`src/srk_pkg.sv`:
```
`default_nettype none
package srk_pkg;

   localparam int LIST_DEPTH = 8;
   localparam int CNT_W      = $clog2(LIST_DEPTH + 1);
   localparam int ADDR_W     = 48;
   localparam int STR_W      = 8;
   localparam int AGE_W      = 32;
   localparam int AIR_W      = 16;
   localparam int CSR_IDX_W  = 3;
   localparam int CSR_DATA_W = 32;
   localparam logic [AGE_W-1:0] STALE_RESET = AGE_W'(30000);

   typedef enum logic [CSR_IDX_W-1:0] {
      CSR_ONLY_MATCHED   = 3'd0,
      CSR_MATCH_PRIORITY = 3'd1,
      CSR_STRENGTH_FLOOR = 3'd2,
      CSR_AGE_LIMIT      = 3'd3,
      CSR_STALE_LIMIT    = 3'd4,
      CSR_OUT_LIMIT      = 3'd5
   } csr_index_type;

   typedef enum logic {
      ST_IDLE,
      ST_EMIT
   } state_type;

   typedef struct packed {
      logic [ADDR_W-1:0]       address;
      logic signed [STR_W-1:0] strength;
      logic                    matched;
   } entry_type;

   typedef struct packed {
      logic insert;
      logic shift;
      logic match_priority;
   } cell_ctrl_type;

endpackage
`default_nettype wire

```
`src/srk_cell.sv`:
```
`default_nettype none
module srk_cell
   import srk_pkg::*;
(
   input  wire logic          clock,
   input  wire cell_ctrl_type ctrl,
   input  wire entry_type     new_entry,
   input  wire entry_type     prev_entry,
   input  wire entry_type     next_entry,
   input  wire logic          ins_prev,
   input  wire logic          beyond_fill,
   input  wire logic          in_limit,
   output entry_type          entry,
   output logic               ins_out
);

   entry_type entry_ff;
   entry_type entry_in;
   logic      better;

   always_comb begin
      if (ctrl.match_priority && (new_entry.matched != entry_ff.matched)) begin
         better = new_entry.matched;
      end else begin
         better = new_entry.strength > entry_ff.strength;
      end
   end

   // insertion point is at or above this cell
   assign ins_out = ins_prev | beyond_fill | better;

   always_comb begin
      entry_in = entry_ff;
      if (ctrl.shift) begin
         entry_in = next_entry;
      end else if (ctrl.insert && in_limit && ins_out) begin
         entry_in = ins_prev ? prev_entry : new_entry;
      end
   end

   always_ff @(posedge clock) begin
      entry_ff <= entry_in;
   end

   assign entry = entry_ff;

endmodule
`default_nettype wire

```
`src/srk_chain.sv`:
```
`default_nettype none
module srk_chain
   import srk_pkg::*;
(
   input  wire logic             clock,
   input  wire cell_ctrl_type    ctrl,
   input  wire entry_type        new_entry,
   input  wire logic [CNT_W-1:0] fill_eff,
   input  wire logic [CNT_W-1:0] limit,
   output entry_type             head,
   output logic                  inserted
);

   entry_type              entries [LIST_DEPTH];
   logic [LIST_DEPTH-1:0]  ins;
   logic [LIST_DEPTH-1:0]  in_lim;

   for (genvar i = 0; i < LIST_DEPTH; i++) begin : g_cell
      entry_type prev_e;
      entry_type next_e;
      logic      ins_p;

      assign in_lim[i] = CNT_W'(i) < limit;

      if (i == 0) begin : g_first
         assign prev_e = new_entry;
         assign ins_p  = 1'b0;
      end else begin : g_rest
         assign prev_e = entries[i-1];
         assign ins_p  = ins[i-1];
      end

      if (i == LIST_DEPTH - 1) begin : g_last
         assign next_e = '0;
      end else begin : g_inner
         assign next_e = entries[i+1];
      end

      srk_cell u_cell (
         .clock       (clock),
         .ctrl        (ctrl),
         .new_entry   (new_entry),
         .prev_entry  (prev_e),
         .next_entry  (next_e),
         .ins_prev    (ins_p),
         .beyond_fill (CNT_W'(i) >= fill_eff),
         .in_limit    (in_lim[i]),
         .entry       (entries[i]),
         .ins_out     (ins[i])
      );
   end

   assign head     = entries[0];
   assign inserted = |(ins & in_lim);

endmodule
`default_nettype wire

```
`src/filtered_top_k_signal_ranker_unit.sv`:
```
`default_nettype none
// Filtered top-K signal ranker.
// Requests: one device record per request, accepted at a rising edge with
// start high and busy low. Each record updates the on-air counters and, if it
// passes the filters, is inserted into the ranked list in the same cycle, so
// records that do not end a batch are taken one per cycle with busy low.
// A record with req_last_record set ends the batch: busy rises on the next
// cycle and the list is emitted from the head of the cell chain, one entry per
// cycle on rsp_valid, starting the cycle after acceptance. A batch of N kept
// entries holds busy until all N are emitted; an empty list gives one result
// with rsp_entry_valid low. rsp_last_result marks the final result, after
// which the list and counters are clear and the next request is taken.
// The emit rate is set by the chain shifting one cell toward the head per
// cycle. Results cannot be stalled: each is present for exactly one cycle.
// CSR writes land at the edge where csr_we is high; write only while idle.
// Reset (synchronous) empties the list, clears counters, and restores
// register defaults.
module filtered_top_k_signal_ranker_unit
   import srk_pkg::*;
(
   input  wire logic                    clock,
   input  wire logic                    reset,
   input  wire logic                    start,
   output logic                         busy,
   input  wire logic [ADDR_W-1:0]       req_device_address,
   input  wire logic signed [STR_W-1:0] req_strength,
   input  wire logic                    req_is_matched,
   input  wire logic [AGE_W-1:0]        req_age_ms,
   input  wire logic                    req_last_record,
   output logic                         rsp_valid,
   output logic                         rsp_entry_valid,
   output logic [ADDR_W-1:0]            rsp_ranked_address,
   output logic signed [STR_W-1:0]      rsp_ranked_strength,
   output logic                         rsp_ranked_matched,
   output logic [CNT_W-1:0]             rsp_list_count,
   output logic [AIR_W-1:0]             rsp_on_air_count,
   output logic [AIR_W-1:0]             rsp_on_air_matched,
   output logic                         rsp_last_result,
   input  wire logic                    csr_we,
   input  wire logic [CSR_IDX_W-1:0]    csr_index,
   input  wire logic [CSR_DATA_W-1:0]   csr_data
);

   logic                    only_matched_ff;
   logic                    match_priority_ff;
   logic signed [STR_W-1:0] floor_ff;
   logic [AGE_W-1:0]        age_limit_ff;
   logic [AGE_W-1:0]        stale_limit_ff;
   logic [3:0]              out_limit_ff;

   state_type        state_ff, state_in;
   logic [CNT_W-1:0] fill_ff, fill_in;
   logic [CNT_W-1:0] remain_ff, remain_in;
   logic [CNT_W-1:0] count_ff, count_in;
   logic [AIR_W-1:0] air_ff, air_in;
   logic [AIR_W-1:0] air_m_ff, air_m_in;
   logic [AIR_W-1:0] snap_air_ff, snap_air_in;
   logic [AIR_W-1:0] snap_air_m_ff, snap_air_m_in;

   logic             accept;
   logic             emitting;
   logic [CNT_W-1:0] limit;
   logic [CNT_W-1:0] fill_eff;
   logic [CNT_W-1:0] fill_next;
   logic             pass;
   logic             on_air;
   logic             inserted;
   logic [AIR_W-1:0] air_upd;
   logic [AIR_W-1:0] air_m_upd;
   entry_type        new_entry;
   entry_type        head;
   cell_ctrl_type    ctrl;

   assign accept = start && !busy;

   // effective list limit: clamp out_limit into 1..LIST_DEPTH
   always_comb begin
      if (out_limit_ff == 4'd0) begin
         limit = CNT_W'(1);
      end else if (32'(out_limit_ff) > LIST_DEPTH) begin
         limit = CNT_W'(LIST_DEPTH);
      end else begin
         limit = CNT_W'(out_limit_ff);
      end
   end

   assign fill_eff = (fill_ff > limit) ? limit : fill_ff;

   always_comb begin
      pass = 1'b1;
      if (only_matched_ff && !req_is_matched) pass = 1'b0;
      if (req_strength < floor_ff) pass = 1'b0;
      if ((age_limit_ff != '0) && (req_age_ms > age_limit_ff)) pass = 1'b0;
   end

   assign on_air = req_age_ms <= stale_limit_ff;

   // saturate both counters at all ones
   assign air_upd   = (on_air && (air_ff != '1)) ? air_ff + AIR_W'(1) : air_ff;
   assign air_m_upd = (on_air && req_is_matched && (air_m_ff != '1)) ?
                      air_m_ff + AIR_W'(1) : air_m_ff;

   assign fill_next = (pass && inserted && (fill_eff < limit)) ?
                      fill_eff + CNT_W'(1) : fill_eff;

   assign new_entry.address  = req_device_address;
   assign new_entry.strength = req_strength;
   assign new_entry.matched  = req_is_matched;

   assign ctrl.insert         = accept && pass;
   assign ctrl.shift          = emitting;
   assign ctrl.match_priority = match_priority_ff;

   srk_chain u_chain (
      .clock     (clock),
      .ctrl      (ctrl),
      .new_entry (new_entry),
      .fill_eff  (fill_eff),
      .limit     (limit),
      .head      (head),
      .inserted  (inserted)
   );

   // next state
   always_comb begin
      state_in = state_ff;
      case (state_ff)
         ST_IDLE: begin
            if (accept && req_last_record) state_in = ST_EMIT;
         end
         ST_EMIT: begin
            if (remain_ff == CNT_W'(1)) state_in = ST_IDLE;
         end
         default: state_in = ST_IDLE;
      endcase
   end

   // state outputs
   always_comb begin
      case (state_ff)
         ST_IDLE: begin
            busy     = 1'b0;
            emitting = 1'b0;
         end
         ST_EMIT: begin
            busy     = 1'b1;
            emitting = 1'b1;
         end
         default: begin
            busy     = 1'b0;
            emitting = 1'b0;
         end
      endcase
   end

   always_comb begin
      fill_in       = fill_ff;
      remain_in     = remain_ff;
      count_in      = count_ff;
      air_in        = air_ff;
      air_m_in      = air_m_ff;
      snap_air_in   = snap_air_ff;
      snap_air_m_in = snap_air_m_ff;
      if (accept) begin
         fill_in  = fill_next;
         air_in   = air_upd;
         air_m_in = air_m_upd;
         if (req_last_record) begin
            count_in      = fill_next;
            remain_in     = (fill_next == '0) ? CNT_W'(1) : fill_next;
            snap_air_in   = air_upd;
            snap_air_m_in = air_m_upd;
            air_in        = '0;
            air_m_in      = '0;
         end
      end else if (emitting) begin
         remain_in = remain_ff - CNT_W'(1);
         if (remain_ff == CNT_W'(1)) fill_in = '0;
      end
   end

   always_ff @(posedge clock) begin
      if (reset) begin
         state_ff  <= ST_IDLE;
         fill_ff   <= '0;
         remain_ff <= '0;
         air_ff    <= '0;
         air_m_ff  <= '0;
      end else begin
         state_ff  <= state_in;
         fill_ff   <= fill_in;
         remain_ff <= remain_in;
         air_ff    <= air_in;
         air_m_ff  <= air_m_in;
      end
   end

   always_ff @(posedge clock) begin
      count_ff      <= count_in;
      snap_air_ff   <= snap_air_in;
      snap_air_m_ff <= snap_air_m_in;
   end

   always_ff @(posedge clock) begin
      if (reset) begin
         only_matched_ff   <= 1'b0;
         match_priority_ff <= 1'b0;
         floor_ff          <= STR_W'(-128);
         age_limit_ff      <= '0;
         stale_limit_ff    <= STALE_RESET;
         out_limit_ff      <= 4'd8;
      end else if (csr_we) begin
         case (csr_index)
            CSR_ONLY_MATCHED:   only_matched_ff   <= csr_data[0];
            CSR_MATCH_PRIORITY: match_priority_ff <= csr_data[0];
            CSR_STRENGTH_FLOOR: floor_ff          <= csr_data[STR_W-1:0];
            CSR_AGE_LIMIT:      age_limit_ff      <= csr_data[AGE_W-1:0];
            CSR_STALE_LIMIT:    stale_limit_ff    <= csr_data[AGE_W-1:0];
            CSR_OUT_LIMIT:      out_limit_ff      <= csr_data[3:0];
            default: ;
         endcase
      end
   end

   assign rsp_valid           = emitting;
   assign rsp_entry_valid     = count_ff != '0;
   assign rsp_ranked_address  = rsp_entry_valid ? head.address : '0;
   assign rsp_ranked_strength = rsp_entry_valid ? head.strength : '0;
   assign rsp_ranked_matched  = rsp_entry_valid && head.matched;
   assign rsp_list_count      = count_ff;
   assign rsp_on_air_count    = snap_air_ff;
   assign rsp_on_air_matched  = snap_air_m_ff;
   assign rsp_last_result     = emitting && (remain_ff == CNT_W'(1));

   a_last_ends_burst: assert property (@(posedge clock) disable iff (reset)
      rsp_last_result |=> !rsp_valid)
      else $error("result after final result of burst");

   a_burst_contiguous: assert property (@(posedge clock) disable iff (reset)
      (rsp_valid && !rsp_last_result) |=> rsp_valid)
      else $error("gap inside result burst");

   a_plain_record_silent: assert property (@(posedge clock) disable iff (reset)
      (accept && !req_last_record) |=> !rsp_valid)
      else $error("result after non-final record");

   a_last_record_emits: assert property (@(posedge clock) disable iff (reset)
      (accept && req_last_record) |=> rsp_valid)
      else $error("final record did not start emission");

   a_count_bounded: assert property (@(posedge clock) disable iff (reset)
      rsp_valid |-> (32'(rsp_list_count) <= LIST_DEPTH))
      else $error("list count beyond depth");

endmodule
`default_nettype wire

```
`config.mk`:
```
export PLATFORM = sky130hd
export DESIGN_NAME = filtered_top_k_signal_ranker_unit
export DESIGN_NICKNAME = d
export VERILOG_FILES = /design/src/srk_pkg.sv /design/src/srk_cell.sv /design/src/srk_chain.sv /design/src/filtered_top_k_signal_ranker_unit.sv
export SDC_FILE = /design/constraint.sdc
export NUM_CORES = 1
export LEC_CHECK = 0
export ABC_AREA = 1
export BUFFER_PORTS_ARGS = -buffer_cell sky130_fd_sc_hd__buf_2
export CAP_MARGIN = 40
export CORE_MARGIN = 10
export CORE_UTILIZATION = 50
export DETAILED_ROUTE_END_ITERATION = 10
export PLACE_DENSITY = 0.67
export SYNTH_ARGS = -nofsm -noshare
export SYNTH_HDL_FRONTEND = slang
export SYNTH_SLANG_ARGS = --single-unit
```
`constraint.sdc`:
```
create_clock -name clock -period 23.4 [get_ports clock]
set_clock_uncertainty 0.15 [all_clocks]
set_input_delay 4.68 -clock clock [delete_from_list [all_inputs] [get_ports clock]]
set_output_delay 4.68 -clock clock [all_outputs]
set_load 0.01 [all_outputs]
```
Word-level counts from Yosys, hierarchy flattened
Index checks and enable logic that the tools add are counted.
{ "totals": {"ff_bits": 611, "inputBits": 129, "out_inout_bits": 97, "wordCells": 221} }
{ "op_classes": {"add_sub_neg": 4, "n_lt_le_gt_ge": 30, "n_eq_ne": 17, "n_mux": 53, "bitwise": 17, "n_reduce_logical": 62} }
{ "ops": {"columns": ["op", "count"], "rows": [
  ["2-to-1 mux 57 bit", 21],
  ["> comparator 8 bit", 8],
  ["2-to-1 mux 16 bit", 4],
  ["2-to-1 mux 48 bit", 1],
  ["2-to-1 mux 4 bit", 11],
  ["logical AND 1 bit", 36],
  ["adder 16 x 1 -> 16 bit (second input constant)", 2],
  ["> comparator 32 bit", 1],
  ["<= comparator 32 bit", 1],
  ["!= test 16 bit (second input constant)", 2],
  ["nonzero test 32 bit", 1],
  ["AND reduction 2 bit", 9],
  ["nonzero test 2 bit", 9],
  [">= comparator 3 x 4 -> 1 bit (first input constant)", 4],
  ["less-than comparator 3 x 4 -> 1 bit (first input constant)", 4],
  ["bitwise OR 1 bit", 15],
  ["2-to-1 mux 1 bit", 13],
  ["bitwise AND 8 bit", 1],
  [">= comparator 1 x 4 -> 1 bit (first input constant)", 2],
  [">= comparator 2 x 4 -> 1 bit (first input constant)", 2],
  ["logical NOT 4 bit", 2],
  ["less-than comparator 1 x 4 -> 1 bit (first input constant)", 2],
  ["less-than comparator 2 x 4 -> 1 bit (first input constant)", 2],
  ["less-than comparator 8 bit", 1],
  ["18 further kinds", 29]
]} }

Logic depth before layout (Yosys ltp)
Gate-level depths: netlist (run 1).
{ "depth": {"word_depth": 30, "mapped_depth": 29, "ltp_nobuf": 28} }

Modules after synthesis
From an unflattened synthesis (run 1), not the netlist that was laid out.
{ "hier_totals": {"cells_unflattened": 4238, "hier_area_um2": 34962.3} }
{ "modules_own_cells": {"columns": ["module", "instances", "cells_per_inst", "area_per_inst_um2", "seq_area_each_um2"], "rows": [
  ["srk_cell at u_chain.g_cell[0].u_cell ...", 5, 360, 3118.0, 1711.6],
  ["filtered_top_k_signal_ranker_unit", 1, 1303, 9763.1, 3463.3],
  ["srk_cell at u_chain.g_cell[5].u_cell ...", 3, 363, 3138.0, 1711.6],
  ["srk_chain", 1, 46, 195.2, 0.0]
]} }

Least setup slack after synthesis (run 1)
Ideal clock, no wire load.
{ "synth_path": {"kind": "input-to-reg", "from": "input port req_age_ms[9]", "to": "register u_chain.g_cell[0].u_cell.entry_ff (netlist bit u_chain.g_cell[0].u_cell.entry[0]) (enable)", "setup_ns": 0.551, "t_arrival_ns": 10.159, "required_time_ns": 22.699, "setup_slack_ns": 12.540, "stages": 13, "n_path_buf": 0, "cell_sequence": "ha_1 a21oi_1 nand3b_1 a21oi_1 a2111oi_0 nand2_1 nand3_1 nand2_1 nand2_1 nand2_1 nor2_1 inv_1 o21ai_0"} }
{ "synth_between": {"elab_chain_len": 7} }
{ "synth_lines": {"columns": ["item", "line", "source"], "rows": [
  ["start: declaration", "filtered_top_k_signal_ranker_unit.sv:28", "input wire logic [AGE_W-1:0] req_age_ms,"],
  ["> comparator 32 bit", "filtered_top_k_signal_ranker_unit.sv:93", "if ((age_limit_ff != '0) && (req_age_ms > age_limit_ff)) pass = 1'b0;"],
  ["logical AND 1 bit", "filtered_top_k_signal_ranker_unit.sv:93", null],
  ["2-to-1 mux 1 bit", "filtered_top_k_signal_ranker_unit.sv:93", null],
  ["logical AND 1 bit", "filtered_top_k_signal_ranker_unit.sv:110", "assign ctrl.insert = accept && pass;"],
  ["logical AND 1 bit (2 in a row)", "srk_cell.sv:36", "end else if (ctrl.insert && in_limit && ins_out) begin"],
  ["nonzero test 2 bit (no source line)", null, null],
  ["end signal: assignment", "srk_cell.sv:42", "entry_ff <= entry_in;"],
  ["end: declaration", "srk_cell.sv:17", "entry_type entry_ff;"]
]} }
Every way passes these cells.
A chain may end at the register's enable or synchronous reset.

Worst setup path in the final report (run 1)
{ "layout_path": {"from": "input port req_strength[0]", "to": "register u_chain.g_cell[7].u_cell.entry_ff (netlist bit u_chain.g_cell[7].u_cell.entry[31])"} }
{ "layout_between": {"elab_chain_len": 18, "word_cells_on_any_way": 38, "cone_classes": "order compare: 9; mux: 11; bitwise: 15; reduce/logical: 3"} }
{ "layout_lines": {"columns": ["item", "line", "source"], "rows": [
  ["start: declaration", "filtered_top_k_signal_ranker_unit.sv:26", "input wire logic signed [STR_W-1:0] req_strength,"],
  ["> comparator 8 bit", "srk_cell.sv:25", "better = new_entry.strength > entry_ff.strength;"],
  ["2-to-1 mux 1 bit", "srk_cell.sv:22", "if (ctrl.match_priority && (new_entry.matched != entry_ff.matched)) begin"],
  ["bitwise OR 1 bit (15 in a row)", "srk_cell.sv:30", "assign ins_out = ins_prev | beyond_fill | better;"],
  ["logical AND 1 bit", "srk_cell.sv:36", null],
  ["end signal: assignment", "srk_cell.sv:42", null],
  ["end: declaration", "srk_cell.sv:17", null]
]} }
Several ways; a longest one is shown, not always the timed one.

==> results.cfg, run 1 <==
[floorplan]
die-area_um2 = 76100
io_pins = 226
core_area_um2 = 64600
die_y_um = 276
start_util_pct = 50.7
fp.dieW_um = 276
rows = 93

[sta]
drv_slew = 0
rsz0062_at_grt = false
report.final.setup_viol = 0
worst_pin_slew_ns = 1.03
tns_ns = 0
post-route-min-period_ns = 9.92
hold_violations = 0
timing.fmax_mhz = 101
slew_headroom_pct = 31.3
finalCritPeriodShare_pct = 42.4

[critical_path]
worst_setup_path_end_kind = flip-flop
crit_chain = buf_2 > inv_1 > ha_1 > o21bai_1 > nand2_1 > nand2_1 > nand2_1 > nand2_1 > nand2_1 > nand3_1 > nand3_4 > nor2_8 > buf_16 > nand4_4 > nor2_8 > nand3_1 > nand2_1 > inv_2 > nand2_2 > buf_4 > inv_2 > buf_12 > o21ai_0 > nor2_1
crit_fanout = 65
crit_type = in2reg
crit_slowest_cell = buf_4
critPathLaunchType = input port
cpPeakStageDelay_ns = 0.70
cp.arrival_ns = 10.26
crit_top_cell = nand2_1
worstPathRequired_ns = 23.74
cpLargestDelayFamily = simple AND/OR/NAND/NOR gates
path_buf_inv = 7

[cts]
cts_made_buffers = 70
clk_pin_slew_ns = 0.06
cts_root_buffer = clkbuf_16
clockBufferDepth = 3
post_cts_buffers = 0
cts-htree-levels = 3
numClockSinks = 611
cts_hold_buf = 0
cts_resized = 0
cts_tree = done
clk_latency_ns = 0.61

[pwr]
irDropWorstVdd_v = 0.0000502
cellPowerDensity_nw_per_um2 = 82.0
p_leak_nw = 15.2

[logic_synthesis]
synth_ff_type = edfxtp_1
syn_nets = 4160
synth_warnings = 0
synth_edf_count = 435
avgSynthCellArea_um2 = 8.43
synth-seq-cells = 611
synth_cells = 3883
synth-seq-area-share_pct = 50.7
synthArstFlopShare_pct = 0
netlist_area_um2 = 32700
ys_types = 46

[route]
dr_total_vias = 27400
drtIter0Drc = 2821
vias_per_cell = 5.60
dr.pass1.iters = 6
post_drt_wl_per_cell_um = 19.0
remaining_drc_errors = 0
ant_nets = 0
wirelength_um = 93100

[job]
max_cap_violations = 0

[layout]
syn2layout_area_growth_pct = 12.6
fillers = 5846
layout-drive-gt1-share_pct = 10.1
finalNonFillerCells = 4902
nets = 4264

[global_route]
antenna_found_initial = 9
grt_max_degree = 238
grt_pass1_wl_um = 146000
first_global_vias = 26300
grt_overflow_total = 0
grt_usage_pct = 23.9

[place]
placed_cells = 4770
gp_congestion = 0.852
io_buffers = 225
dp_hpwl_um = 58000

[run_status]
status = finished clean

[worst_hold_path]
hold_class = reg2reg
tightest hold or removal path, stage by stage, from the launching register on:
cell and delay [ns]:
dfxtp_1 0.29, inv_1 0.06, a21oi_1 0.05
kinds of logic (layout without fill, tap and decap cells):
| group | Yosys count | count (layout) | synth area share [%] |
|---|---|---|---|
| xor+xnor | 30 | 30 | 0.803 |
| fa+ha+maj | 148 | 148 | 5.66 |
| flops | 611 | 611 | 50.7 |
| compound gates | 1364 | 1364 | 21.9 |
| buf+inv | 798 | 959 | 9.31 |
| other cells | 0 | 3 | 0 |
| simple gates | 932 | 932 | 11.6 |
flip-flops by register name, summed over array words and instances, names as in the netlist:
| name | count |
|---|---|
| age_limit_ff | 32 |
| air_ff | 16 |
| air_m_ff | 16 |
| fill_ff | 4 |
| floor_ff | 8 |
| match_priority_ff | 1 |
| only_matched_ff | 1 |
| out_limit_ff | 4 |
| remain_ff | 4 |
| rsp_list_count | 4 |
| rsp_on_air_count | 16 |
| rsp_on_air_matched | 16 |
| stale_limit_ff | 32 |
| state_ff | 1 |
| u_chain.g_cell.u_cell.entry | 456 |
report_power, final:
group          leakage [nW]  internal [mW]  switching (mW)  total, mW
sequential             5.55           1.34          0.0563       1.40
combinational          8.54          0.175           0.364      0.539
clock                  1.09          0.633           0.452       1.08
cell usage in the layout, fill, tap and decap left out, types with 23 or more instances in the layout:
cell       count
buf_2        225
clkbuf_1      26
edfxtp_1     435
xor2_1        23
clkbuf_16     74
nand3_1       44
o21ai_0      828
nand2_1      464
buf_4         24
a211oi_1      64
a21oi_1      364
dfxtp_1      175
ha_1         148
inv_1        556
nor2_1       338
o22ai_1       52
cells in the mapped netlist (23+ instances only):
cell	instances	area share, %
xor2_1	23	0.62
clkbuf_1	199	2.3
nand2_1	468	5.4
o22ai_1	52	0.99
dfxtp_1	176	11
ha_1	148	5.7
nand3_1	46	0.70
nor2_1	339	3.9
a21oi_1	364	5.6
o21ai_0	832	13
a211oi_1	64	1.5
edfxtp_1	435	40
inv_1	558	6.4
per-stage QoR:
step                power, mW  hold slack [ns]  worst slack (ns)  cell area (um2)  util (%)
floorplan                1.77            0.283             12.54            32700         -
global placement         1.93            0.298             11.69            34300      53.2
detailed placement       1.95            0.303             12.92            34600      53.6
CTS                      3.04            0.311             13.55            36900      57.1
global route             3.17            0.328             13.09            36900      57.1
finish                   3.02            0.303             13.48            36900      57.1
final timing paths:
check | start | end | slack (ns) | cells after the start
worst min-delay path | floor_ff[6] | floor_ff[6] | 0.30 | 2
worst min register to register | floor_ff[6] | floor_ff[6] | 0.30 | 2
worst max-delay path | req_strength[0] | u_chain.g_cell[7].u_cell.entry[31] | 13.48 | 24
worst max register to register | out_limit_ff[3] | u_chain.g_cell[7].u_cell.entry[31] | 16.89 | 23
metal layers:
metal | routed length, um | vias up | global-route usage [%]
li1 | - | 13500 | -
met1 | 40500 | 12700 | 32.3
met2 | 42500 | 1081 | 38.2
met3 | 7930 | 153 | 5.11
met4 | 2130 | 12 | 7.25
met5 | 87 | - | 0
final cells by class:
| class | count | area (um2) | share of cell area, % |
|---|---|---|---|
| antenna | 3 | 7.51 | 0.0204 |
| multi-input combinational | 2474 | 13200 | 35.8 |
| clock buffer | 105 | 2020 | 5.47 |
| tap | 855 | 1070 | 2.90 |
| clock inverter | 24 | 226 | 0.614 |
| inverter | 568 | 2140 | 5.81 |
| timing repair buffer | 262 | 1610 | 4.37 |
| sequential | 611 | 16600 | 45.0 |
Note: power is estimated with default switching activity, not from simulation.
==> inputs of run 2 (changes only) <==
Settings changed: ABC_AREA 1 to 0, PLACE_DENSITY 0.67 to 0.7.
Clock period 23.4 ns to 8.05 ns, I/O delays scaled along.
==> results.cfg, run 2 <==
[place]
gp_congestion = 0.886
placed_cells = 4197
place_ws_ns = 1.73
io_buffers = 225
dpl-instance-area_um2 = 35100
dp_hpwl_um = 55000

[route]
ant_nets = 0
dr.pass1.iters = 6
vias_per_cell = 5.74
remaining_drc_errors = 0
drtIter0Drc = 2040
dr_total_vias = 24800
wirelength_um = 84400
drt-met1-wl_um = 39100
post_drt_wl_per_cell_um = 19.5
wl_met2_um = 38400
met3_length_um = 4700
top_layer = met5

[critical_path]
crit_chain = inv_1 > nand2_1 > ha_1 > nand4_1 > o21ai_1 > nor2b_1 > o21ai_1 > inv_1 > ha_1 > inv_1 > o221ai_1 > nor3_4 > nand2_4 > or3_4 > a31o_4 > buf_12
worstSetupStartpoint = out_limit_ff[3]
rr_worst_depth = 16
worst_setup_path_end_kind = flip-flop
crit_top_cell = inv_1
crit_fanout = 30
crit_slowest_cell = or3_4
worstPathRequired_ns = 8.19
crit_type = reg2reg
reg2reg_slack_ns = 2.01
cp.arrival_ns = 6.18
critPathLaunchType = flip-flop
r2r-end = u_chain.g_cell[6].u_cell.entry[39]
r2r-start = out_limit_ff[3]
cpPeakStageDelay_ns = 0.68
endpoint = u_chain.g_cell[6].u_cell.entry[39]

[pwr]
irDropWorstVdd_v = 0.000215
cellPowerDensity_nw_per_um2 = 243
power.total_mw = 9.05
p_leak_nw = 14.5

[layout]
finalCoreUtilization_pct = 56.7
final_area_um2 = 37300
multi_input_area_um2 = 15200
layout-drive-gt1-share_pct = 13.0
syn2layout_area_growth_pct = 12.6
finalNonFillerCells = 4326
layout_commonest_cell = nand2_1
seq_area_um2 = 16600
nets = 3679
fillers = 5767
mostFrequentLayoutCells = 557 x nand2_1, 435 x edfxtp_1, 410 x mux2i_1
largest_reg_flops = 456

[floorplan]
io_pins = 226
fp.dieW_um = 277
rows = 94
start_util_pct = 50.4
core_area_um2 = 65700
die_y_um = 277
die-area_um2 = 77000

[worst_hold_path]
worstHoldStart = stale_limit_ff[29]
hold_class = reg2reg

[logic_synthesis]
synth-seq-area-share_pct = 50.1
synth.area.top_cells = edfxtp_1 39%, mux2i_1 12%, dfxtp_1 11%, nand2_1 6.3%, o21ai_0 5.7%
synth-seq-cells = 611
synth_edf_count = 435
synth_warnings = 0
yosysTopAreaCell = edfxtp_1
synth_ff_type = edfxtp_1
synth_top_area_share_pct = 39.4
syn_nets = 3568
ys_top_cells_by_count = 558 x nand2_1, 435 x edfxtp_1, 410 x mux2i_1
avgSynthCellArea_um2 = 10.1
synthArstFlopShare_pct = 0
ys_types = 71
netlist_area_um2 = 33100
synth_cells = 3291
yosys.cell_count.top_type = nand2_1

[sta]
hold_slack_ns = 0.304
rsz0062_at_grt = false
drv_slew = 0
hold_violations = 0
worst_pin_slew_ns = 0.953
post-route-min-period_ns = 6.04
report.final.setup_viol = 0
fin_ws_ns = 2.01
tns_ns = 0
finalCritPeriodShare_pct = 75.0
slew_headroom_pct = 36.5
timing.fmax_mhz = 166

[global_route]
first_global_vias = 24200
grt_max_degree = 272
grt_pass1_wl_um = 135000
grt_usage_pct = 21.2
grt_overflow_total = 0
antenna_found_initial = 6

[run_status]
status = finished clean

[job]
max_cap_violations = 0

[cts]
cts_hold_buf = 0
numClockSinks = 611
cts_made_buffers = 67
cts_tree = done
cts-htree-levels = 3
clockBufferDepth = 3
cts_resized = 0
clk_pin_slew_ns = 0.06
clk_latency_ns = 0.61
cts_root_buffer = clkbuf_16
post_cts_buffers = 0
[run 2: cell count changes after synthesis, sizes merged, moves of 13 or more]
cell	delta
o21ai	-464
mux2i	+410
inv	-405
a21oi	-238
nor2	-199
nand2	+78
nor2b	+64
mux2	+61
o22ai	-48
a21o	+17
a31oi	+17
o211ai	+15
or3	+14
nand3	-13
[run 2: per-layer routing]
layer	vias to the layer above	track usage, %
met4	6	6.37
met1	11900	29.3
met2	644	33.4
met3	153	3.96
li1	12100	-
met5	-	0
[run 2: kinds of logic after synthesis]
kind of cell	after synthesis	synth area share (%)
adders and majority gates	148	5.59
AOI/OAI and AO/OA	708	12.4
xor gates and xnor gates	33	0.872
and+or+nand+nor	931	12.2
muxes	471	14.5
buffers and inverters	389	4.49
DFF	611	50.1
[run 2: final cells by class]
type | instances | share of cell area (%)
diodes | 6 | 0.0403
clock buffers | 102 | 5.34
multi-input cells | 2291 | 40.7
inverters | 164 | 1.65
clock inverters | 21 | 0.557
flip-flops and latches | 611 | 44.5
repair buffers | 267 | 4.35
well taps | 864 | 2.90
[run 2: worst min-delay path by stage]
| stage | to | cells past startpoint |
|---|---|---|
| 2_1_floorplan | floor_ff[1] | 2 |
| 3_3_place_gp | stale_limit_ff[18] | 2 |
| 3_5_place_dp | stale_limit_ff[29] | 2 |
| 4_1_cts | floor_ff[1] | 2 |
| 5_1_grt | stale_limit_ff[29] | 2 |
| 6_report | stale_limit_ff[29] | 2 |
[run 2: worst max-delay path, delay by kind of cell (launching register included)]
family / cells / cell delay, ns
AND/OR/NAND/NOR: 6 / 2.18
AO/OA/AOI/OAI: 4 / 1.59
flip-flops: 1 / 0.57
buffers and inverters: 4 / 0.76
adder cells (fa/ha/maj): 2 / 0.40
[run 2: power breakdown]
group	switching [mW]	internal (mW)	leakage (nW)
clock	1.28	1.82	1.08
sequential	0.299	4.05	5.60
combinational	0.984	0.623	7.78
